<file path="src/hdl/srr_pkg.sv">
// Shared types and constants for the selective repeat receiver.
package srr_pkg;

  localparam int WINDOW      = 10;
  localparam int MAX_PAYLOAD = 1024;
  localparam int QDEPTH      = 2;

  localparam int SEQ_W  = 16;
  localparam int LEN_W  = 11;
  localparam int SLOT_W = 4;
  localparam int IDX_W  = (WINDOW > 1) ? $clog2(WINDOW) : 1;
  localparam int QPTR_W = (QDEPTH > 1) ? $clog2(QDEPTH) : 1;

  localparam logic [2:0] K_ACK      = 3'd0;
  localparam logic [2:0] K_NAK      = 3'd1;
  localparam logic [2:0] K_DIR      = 3'd2;
  localparam logic [2:0] K_FILENAME = 3'd3;
  localparam logic [2:0] K_DATA     = 3'd4;
  localparam logic [2:0] K_EOF      = 3'd5;
  localparam logic [2:0] K_EMPTY_FN = 3'd6;

  localparam logic [1:0] ST_IN_ORDER     = 2'd0;
  localparam logic [1:0] ST_OUT_OF_ORDER = 2'd1;
  localparam logic [1:0] ST_IGNORED      = 2'd2;

  typedef struct packed {
    logic [SEQ_W-1:0] seq;
    logic             ok;
    logic [15:0]      reply_csum;
    logic [LEN_W-1:0] sat_len;
  } cmd_t;

  typedef enum logic {
    S_IDLE,
    S_WALK
  } back_state_t;

endpackage

</file>
<file path="src/hdl/selective_repeat_receiver.sv">
// Selective repeat receiver top level: front end, command queue, back end.
// A header is taken when start is high and busy is low. Each header first
// gives one ack or nak; an in-order ack is followed by the packets it
// releases, one per cycle, with no gaps, and last marks the final result of
// the transaction. Results are shown for one cycle under strobe and cannot be
// stalled. A header passes from the front end register into the command
// queue; the back end then gives its ack/nak and one result per released
// packet (up to WINDOW), the release walk visiting one window slot per
// cycle. A two-entry queue lets the front end keep taking headers while a
// walk runs; busy rises only when the queue and the front register are
// both full.
module selective_repeat_receiver (
  input  logic        clk,
  input  logic        rst,
  input  logic        start,
  output logic        busy,
  input  logic [15:0] seq_num,
  input  logic [15:0] ack_field,
  input  logic [15:0] pkt_length,
  input  logic [15:0] checksum_received,
  input  logic [17:0] payload_sum,
  output logic        strobe,
  output logic [2:0]  kind,
  output logic [15:0] out_seq,
  output logic [10:0] out_length,
  output logic [3:0]  slot,
  output logic [1:0]  arrival_status,
  output logic [15:0] reply_checksum,
  output logic        last
);
  import srr_pkg::*;

  cmd_t front_cmd;
  cmd_t head;
  logic push;
  logic full;
  logic pop;
  logic not_empty;

  srr_front u_front (
    .clk               (clk),
    .rst               (rst),
    .start             (start),
    .busy              (busy),
    .seq_num           (seq_num),
    .ack_field         (ack_field),
    .pkt_length        (pkt_length),
    .checksum_received (checksum_received),
    .payload_sum       (payload_sum),
    .push              (push),
    .full              (full),
    .cmd               (front_cmd)
  );

  srr_queue u_queue (
    .clk       (clk),
    .rst       (rst),
    .push      (push),
    .push_cmd  (front_cmd),
    .full      (full),
    .pop       (pop),
    .not_empty (not_empty),
    .head      (head)
  );

  srr_back u_back (
    .clk            (clk),
    .rst            (rst),
    .cmd_valid      (not_empty),
    .cmd            (head),
    .pop            (pop),
    .strobe         (strobe),
    .kind           (kind),
    .out_seq        (out_seq),
    .out_length     (out_length),
    .slot           (slot),
    .arrival_status (arrival_status),
    .reply_checksum (reply_checksum),
    .last           (last)
  );

endmodule

</file>
<file path="src/hdl/srr_front.sv">
// Header capture, checksum check, reply checksum generation and length saturation.
module srr_front (
  input  logic                 clk,
  input  logic                 rst,
  input  logic                 start,
  output logic                 busy,
  input  logic [15:0]          seq_num,
  input  logic [15:0]          ack_field,
  input  logic [15:0]          pkt_length,
  input  logic [15:0]          checksum_received,
  input  logic [17:0]          payload_sum,
  output logic                 push,
  input  logic                 full,
  output srr_pkg::cmd_t        cmd
);
  import srr_pkg::*;

  logic        valid;
  logic [15:0] seq_r;
  logic [15:0] ack_r;
  logic [15:0] len_r;
  logic [15:0] csum_r;
  logic [17:0] psum_r;
  logic [18:0] total;
  logic        accept;

  function automatic logic [15:0] fold16(input logic [18:0] s);
    logic [16:0] a;
    a = 17'(s[15:0]) + 17'(s[18:16]);
    return a[15:0] + 16'(a[16]);
  endfunction

  assign busy   = valid && full;
  assign accept = start && !busy;
  assign push   = valid;

  always_ff @(posedge clk) begin
    if (rst) begin
      valid <= 1'b0;
    end else if (accept) begin
      valid <= 1'b1;
    end else if (valid && !full) begin
      valid <= 1'b0;
    end
  end

  always_ff @(posedge clk) begin
    if (accept) begin
      seq_r  <= seq_num;
      ack_r  <= ack_field;
      len_r  <= pkt_length;
      csum_r <= checksum_received;
      psum_r <= payload_sum;
    end
  end

  always_comb begin
    total   = 19'(seq_r) + 19'(ack_r) + 19'(len_r) + 19'(psum_r);
    cmd.seq = seq_r;
    cmd.ok  = (~fold16(total)) == csum_r;
    if (cmd.ok) begin
      cmd.reply_csum = ~fold16(19'(seq_r) + 19'd1);
    end else begin
      cmd.reply_csum = ~fold16(19'(seq_r) + 19'd2);
    end
    if (32'(len_r) > MAX_PAYLOAD) begin
      cmd.sat_len = LEN_W'(MAX_PAYLOAD);
    end else begin
      cmd.sat_len = LEN_W'(len_r);
    end
  end

endmodule

</file>
<file path="src/hdl/srr_queue.sv">
// Short command queue between the header front end and the release back end.
module srr_queue (
  input  logic          clk,
  input  logic          rst,
  input  logic          push,
  input  srr_pkg::cmd_t push_cmd,
  output logic          full,
  input  logic          pop,
  output logic          not_empty,
  output srr_pkg::cmd_t head
);
  import srr_pkg::*;

  cmd_t              mem [QDEPTH];
  logic [QPTR_W-1:0] rd_ptr;
  logic [QPTR_W-1:0] wr_ptr;
  logic [QPTR_W:0]   count;
  logic              do_push;
  logic              do_pop;

  assign full      = count == (QPTR_W+1)'(QDEPTH);
  assign not_empty = count != '0;
  assign do_push   = push && !full;
  assign do_pop    = pop && not_empty;
  assign head      = mem[rd_ptr];

  always_ff @(posedge clk) begin
    if (rst) begin
      rd_ptr <= '0;
      wr_ptr <= '0;
      count  <= '0;
    end else begin
      if (do_push) begin
        wr_ptr <= wr_ptr + 1'b1;
      end
      if (do_pop) begin
        rd_ptr <= rd_ptr + 1'b1;
      end
      if (do_push && !do_pop) begin
        count <= count + 1'b1;
      end else if (do_pop && !do_push) begin
        count <= count - 1'b1;
      end
    end
  end

  always_ff @(posedge clk) begin
    if (do_push) begin
      mem[wr_ptr] <= push_cmd;
    end
  end

endmodule

</file>
<file path="src/hdl/srr_back.sv">
// Window buffer, ack/nak generation and in-order release walk.
module srr_back (
  input  logic                      clk,
  input  logic                      rst,
  input  logic                      cmd_valid,
  input  srr_pkg::cmd_t             cmd,
  output logic                      pop,
  output logic                      strobe,
  output logic [2:0]                kind,
  output logic [srr_pkg::SEQ_W-1:0] out_seq,
  output logic [srr_pkg::LEN_W-1:0] out_length,
  output logic [srr_pkg::SLOT_W-1:0] slot,
  output logic [1:0]                arrival_status,
  output logic [15:0]               reply_checksum,
  output logic                      last
);
  import srr_pkg::*;

  back_state_t      state;
  back_state_t      state_next;
  logic [SEQ_W-1:0] exp;
  logic [IDX_W-1:0] exp_slot;
  logic             filled [WINDOW];
  logic [LEN_W-1:0] slen   [WINDOW];
  logic             dir_seen;
  logic             fn_seen;
  logic             done;

  logic             in_win;
  logic [SEQ_W-1:0] diff;
  logic [IDX_W:0]   slot_sum;
  logic [IDX_W-1:0] ins_slot;
  logic [IDX_W-1:0] nslot;
  logic             next_filled;
  logic [LEN_W-1:0] cur_len;
  logic             is_dir;
  logic             is_fn;

  logic              emit;
  logic [2:0]        k;
  logic [SEQ_W-1:0]  o_seq;
  logic [LEN_W-1:0]  o_len;
  logic [SLOT_W-1:0] o_slot;
  logic [1:0]        o_status;
  logic [15:0]       o_csum;
  logic              o_last;
  logic              ins_we;
  logic              advance;
  logic              set_dir;
  logic              set_fn;
  logic              set_done;

  always_comb begin
    in_win = !done && (cmd.seq >= exp) &&
             ((SEQ_W+1)'(cmd.seq) < (SEQ_W+1)'(exp) + (SEQ_W+1)'(WINDOW));
    diff     = cmd.seq - exp;
    slot_sum = (IDX_W+1)'(exp_slot) + (IDX_W+1)'(diff[IDX_W-1:0]);
    if (slot_sum >= (IDX_W+1)'(WINDOW)) begin
      ins_slot = IDX_W'(slot_sum - (IDX_W+1)'(WINDOW));
    end else begin
      ins_slot = IDX_W'(slot_sum);
    end
    if (exp == {SEQ_W{1'b1}} || exp_slot == IDX_W'(WINDOW - 1)) begin
      nslot = '0;
    end else begin
      nslot = exp_slot + 1'b1;
    end
    next_filled = filled[nslot] && (nslot != exp_slot);
    cur_len     = slen[exp_slot];
    is_dir      = (exp == SEQ_W'(0)) && !dir_seen;
    is_fn       = (exp == SEQ_W'(1)) && !fn_seen;
  end

  always_comb begin
    state_next = state;
    pop        = 1'b0;
    emit       = 1'b0;
    k          = K_ACK;
    o_seq      = cmd.seq;
    o_len      = '0;
    o_slot     = '0;
    o_status   = ST_IN_ORDER;
    o_csum     = '0;
    o_last     = 1'b1;
    ins_we     = 1'b0;
    advance    = 1'b0;
    set_dir    = 1'b0;
    set_fn     = 1'b0;
    set_done   = 1'b0;
    case (state)
      S_IDLE: begin
        if (cmd_valid) begin
          pop    = 1'b1;
          emit   = 1'b1;
          o_csum = cmd.reply_csum;
          if (!cmd.ok) begin
            k = K_NAK;
          end else if (in_win) begin
            ins_we = 1'b1;
            o_slot = SLOT_W'(ins_slot);
            if (cmd.seq == exp) begin
              o_last     = 1'b0;
              state_next = S_WALK;
            end else begin
              o_status = ST_OUT_OF_ORDER;
            end
          end else begin
            o_status = ST_IGNORED;
          end
        end
      end
      S_WALK: begin
        emit   = 1'b1;
        o_seq  = exp;
        o_slot = SLOT_W'(exp_slot);
        o_len  = cur_len;
        if (is_dir) begin
          k       = K_DIR;
          set_dir = 1'b1;
          advance = 1'b1;
        end else if (is_fn && cur_len == '0) begin
          k        = K_EMPTY_FN;
          set_done = 1'b1;
        end else if (is_fn) begin
          k       = K_FILENAME;
          set_fn  = 1'b1;
          advance = 1'b1;
        end else if (cur_len == '0) begin
          k        = K_EOF;
          set_done = 1'b1;
        end else begin
          k       = K_DATA;
          advance = 1'b1;
        end
        if (advance) begin
          o_last     = !next_filled;
          state_next = next_filled ? S_WALK : S_IDLE;
        end else begin
          state_next = S_IDLE;
        end
      end
      default: state_next = S_IDLE;
    endcase
  end

  always_ff @(posedge clk) begin
    if (rst) begin
      state <= S_IDLE;
    end else begin
      state <= state_next;
    end
  end

  always_ff @(posedge clk) begin
    if (rst) begin
      exp      <= '0;
      exp_slot <= '0;
      dir_seen <= 1'b0;
      fn_seen  <= 1'b0;
      done     <= 1'b0;
      strobe   <= 1'b0;
      for (int i = 0; i < WINDOW; i++) begin
        filled[i] <= 1'b0;
      end
    end else begin
      strobe <= emit;
      if (ins_we) begin
        filled[ins_slot] <= 1'b1;
      end
      if (advance) begin
        filled[exp_slot] <= 1'b0;
        exp              <= exp + 1'b1;
        exp_slot         <= nslot;
      end
      if (set_dir) begin
        dir_seen <= 1'b1;
      end
      if (set_fn) begin
        fn_seen <= 1'b1;
      end
      if (set_done) begin
        done <= 1'b1;
      end
    end
  end

  always_ff @(posedge clk) begin
    if (ins_we) begin
      slen[ins_slot] <= cmd.sat_len;
    end
    kind           <= k;
    out_seq        <= o_seq;
    out_length     <= o_len;
    slot           <= o_slot;
    arrival_status <= o_status;
    reply_checksum <= o_csum;
    last           <= o_last;
  end

  a_pop_gives_result: assert property (@(posedge clk) disable iff (rst)
    pop |=> strobe)
    else $error("popped command produced no result");

  a_results_contiguous: assert property (@(posedge clk) disable iff (rst)
    (strobe && !last) |=> strobe)
    else $error("gap inside one transaction's results");

  a_walk_slot_filled: assert property (@(posedge clk) disable iff (rst)
    (state == S_WALK) |-> filled[exp_slot])
    else $error("release walk on an empty slot");

  a_release_from_walk: assert property (@(posedge clk) disable iff (rst)
    (strobe && kind != K_ACK && kind != K_NAK) |-> $past(state == S_WALK))
    else $error("release emitted outside the walk");

  a_done_sticky: assert property (@(posedge clk) disable iff (rst)
    done |=> done)
    else $error("transfer done flag cleared");

endmodule

</file>
<file path="config.mk">
export PLATFORM = sky130hd
export DESIGN_NAME = selective_repeat_receiver
export DESIGN_NICKNAME = d
export VERILOG_FILES = /design/src/hdl/srr_pkg.sv /design/src/hdl/selective_repeat_receiver.sv /design/src/hdl/srr_front.sv /design/src/hdl/srr_queue.sv /design/src/hdl/srr_back.sv
export SDC_FILE = /design/constraint.sdc
export NUM_CORES = 1
export LEC_CHECK = 0
export ABC_AREA = 1
export BUFFER_PORTS_ARGS = -buffer_cell sky130_fd_sc_hd__buf_4
export CORE_MARGIN = 2
export CORE_UTILIZATION = 50
export CTS_CLUSTER_SIZE = 20
export DETAILED_ROUTE_END_ITERATION = 10
export GPL_ROUTABILITY_DRIVEN = 0
export PLACE_DENSITY = 0.68
export SYNTH_ARGS = -nofsm -noshare
export SYNTH_HDL_FRONTEND = slang
export SYNTH_HIERARCHICAL = 1
export SYNTH_SLANG_ARGS = --single-unit
export TNS_END_PERCENT = 20
</file>
<file path="constraint.sdc">
create_clock -name clk -period 10.4 [get_ports clk]
set_input_delay 2.08 -clock clk [delete_from_list [all_inputs] [get_ports clk]]
set_output_delay 2.08 -clock clk [all_outputs]
set_load 0.1 [all_outputs]
</file>
==> metrics.md <==
| Metric | Value |
|---|---|
| M1 wire length | `20.6 mm` |
| HPWL after detailed placement | `38.4 mm` |
| Vias in the first global route | `15600` |
| Critical Path AT | `8.46 ns` |
| GRT Total Usage | `23.3%` |
| Fraction of registers with async set or reset after synthesis | `0%` |
| Synth Flop Type | `edfxtp_1` |
| Crit path capture type | `flop` |
| IO Port Bufs | `139` |
| CP max-delay cell | `fa_1` |
| Post-synth EDFFs | `296` |
| Vias/cell | `5.33` |
| Critical Path Start Type | `flop` |
| CP Max Fanout | `23` |
| Final Max Tran Viols | `0` |
| Synthesized cell area | `21200 µm²` |
| Total grt overflow | `0` |
| Clock Tree Buf Depth | `3` |
| ANT nets after route | `0` |
| Postcts setup bufs | `0` |
| Resize count post-CTS | `0` |
| WL met2 | `24.9 mm` |
| Worst Setup Path Type | `reg2reg` |
| TritonRoute pass-1 iters | `9` |
| Total chip power | `5820 µW` |
| YS warnings | `6` |
| Post-route cell area | `24300 µm²` |
| Sequential-to-total area share from yosys stat | `50.2%` |
| Yosys cell types | `54` |
| Clock period minus final worst setup slack | `8.14 ns` |
| CP dominant cell by count | `nand2_1` |
| CTS Hold Bufs | `0` |
| DRC | `0` |
| Post-synthesis cell count | `2279` |
| Post-Syn Nets | `2480` |
| Pin count of the biggest net entering global routing | `80` |
| Setup violators final | `0` |
| Final period utilization | `78.3%` |
| Highest metal used | `met4` |
| CTS buffer count | `42` |
| Sink Count | `384` |
| Post-DP Area | `22800 µm²` |
| Drt first-iter violations | `1440` |
| Outcome | `completed` |
| Clock skew | `0.0239 ns` |
| P_leak | `0.0105 µW` |
| Avg Inst Size Synth | `9.31 µm²` |
| Post-synthesis register bit count | `384` |
| Worst-margin pin slew | `1.13 ns` |
| Rows | `75` |
| Initial antenna violation count | `0` |
| Worst skew pair latency | `0.58 ns` |
| Final wirelength | `50.5 mm` |
| Worst EP required | `10.71 ns` |
| CTS tree | `done` |
| # Max-Cap Violations | `0` |
| Total Negative Setup Slacks | `0 ns` |
| Starting density of the core | `50.6%` |
| Crit path largest cell delay | `0.54 ns` |
| DR WL/cell | `16.8 µm` |
| RSZ-0062 raised after global routing | `false` |
| Met3 WL | `3.14 mm` |
| Slew margin rel. | `24.3%` |
| CTS clk-pin slew, worst paths | `0.06 ns` |
| Maximum operating frequency | `123 MHz` |
| Die height | `210 µm` |
| P&R area growth vs syn | `14.4%` |
| Proportion of layout cells with a drive suffix above 1 | `15.1%` |
| Root Buffer | `clkbuf_16` |
| Via count | `16000` |
| Power per cell area | `240 nW/µm²` |
| Final hold violations | `0` |
| Nets | `2634` |
| Die X-Extent | `210 µm` |
| Total die area | `44100 µm²` |
| Global-route wire length before repair | `80.8 mm` |
| H-tree Lvls | `2` |
| Core ar. | `41900 µm²` |
| HP Class | `reg2reg` |
| Ports | `140` |
| ANT cells | `0` |
| IR drop worst, VDD | `154 µV` |
-- path summary, 6_finish.rpt --
kind / cells past startpoint / slack (ns) / from / to
max: 43 / 2.26 / u_front/seq_r[4] / u_queue/mem[0][11]
min: 2 / 0.46 / u_back/fn_seen / u_back/fn_seen
max reg2reg: 43 / 2.26 / u_front/seq_r[4] / u_queue/mem[0][11]
min reg2reg: 2 / 0.46 / u_back/fn_seen / u_back/fn_seen
-- registers in the layout, indices dropped and copies added, names as in the netlist, 3 cells and up, named ones only --
name,cells
u_back/filled,16
u_front/psum_r,18
u_back/out_seq,16
u_back/slot,4
u_queue/mem,88
u_front/len_r,16
u_back/exp_slot,4
u_back/kind,3
u_back/slen,110
u_front/seq_r,16
u_front/ack_r,16
u_front/csum_r,16
u_back/out_length,11
u_back/reply_checksum,16
u_back/exp,16
-- power breakdown --
group / switching, µW / leakage [µW] / internal (µW) / total, µW
logic: 1680 / 0.00629 / 684 / 2370
registers: 48.1 / 0.00347 / 1830 / 1880
clock network: 616 / 0.000716 / 964 / 1580
total: 2350 / 0.0105 / 3480 / 5820
-- cell usage after synthesis, types with 6 or more instances --
cell type  number  share of area (%)
a21oi_1        49                1.2
clkbuf_1       26               0.46
clkinv_1        8               0.14
dfxtp_1        88                8.3
edfxtp_1      296                 42
fa_1           35                3.3
ha_1           81                4.8
inv_1         320                5.7
inv_2          17               0.30
mux2_4         40                2.8
nand2_1       466                8.2
nand2_2        28               0.83
nand3_1       138                3.3
nand3b_1        9               0.32
nand4_1        46                1.4
nor2_1        267                4.7
nor2_2         22               0.65
nor2_4          7               0.37
nor3_1         24               0.57
nor4_1          6               0.18
o211ai_1        6               0.21
o21ai_0       106                2.5
o21ai_1        18               0.42
o21ai_2         8               0.33
o221ai_1       16               0.66
o22ai_1        13               0.38
xnor2_1        21               0.87
xor2_1         58                2.4
-- per-layer routing --
metal	GRT usage, %	up-vias
met3	3.43	132
met4	9.32	0
met2	41.0	606
met5	0	-
li1	-	7842
met1	28.9	7449
-- area by class of cell --
| class | count | area (µm²) |
|---|---|---|
| clock buffer | 49 | 1100 |
| clock inverter | 29 | 378 |
| fill | 3572 | 17700 |
| inverter | 345 | 1290 |
| multi-input combinational | 1508 | 9020 |
| sequential | 384 | 10700 |
| tap | 539 | 674 |
| timing repair buffer | 152 | 1140 |
-- metrics by stage --
| step | hold slack [ns] | std cells | util, % | setup slack [ns] |
|---|---|---|---|---|
| 2_1_floorplan | 0.430 | 2279 | - | 3.45 |
| 4_1_cts | 0.454 | 3006 | 57.8 | 2.31 |
| 6_report | 0.455 | 3006 | 57.8 | 2.26 |
| 3_5_place_dp | 0.444 | 2928 | 54.3 | 2.34 |
| 5_1_grt | 0.474 | 3006 | 57.8 | 1.38 |
| 3_3_place_gp | 0.443 | 2928 | 54.3 | 2.67 |
-- logic make-up after synthesis --
kind of cell / count (synthesis) / synth area share (%)
DFF: 384 / 50.2
buffers and inverters: 387 / 7.36
muxes: 44 / 3.04
xor gates and xnor gates: 81 / 3.42
adders and majority gates: 116 / 8.08
and+or+nand+nor: 1035 / 21.6
AOI/OAI and AO/OA: 232 / 6.25
-- worst max-delay path, delay by kind of cell (launching register included) --
family | cells | cell delay, ns
AOI/OAI and AO/OA | 4 | 0.92
xor gates and xnor gates | 1 | 0.19
adders and majority gates | 7 | 2.55
buffers and inverters | 6 | 0.50
DFF | 1 | 0.51
and+or+nand+nor | 25 | 3.18
-- layout by cell type, fill, tap and decap left out, types with 18 or more instances in the layout --
cell type  synthesis  routed
dfxtp_1           88      87
clkbuf_16          0      43
edfxtp_1         296     296
a21oi_1           49      49
o21ai_0          106     106
nor2_1           267     264
o21ai_1           18      18
nor3_1            24      24
xor2_1            58      58
xnor2_1           21      21
fa_1              35      35
nand4_1           46      46
nand3_1          138     138
nand2_2           28      28
mux2_4            40      40
inv_1            320     320
buf_4              2     152
ha_1              81      81
nor2_2            22      22
nand2_1          466     466
Power figures use the tool's default switching activity.
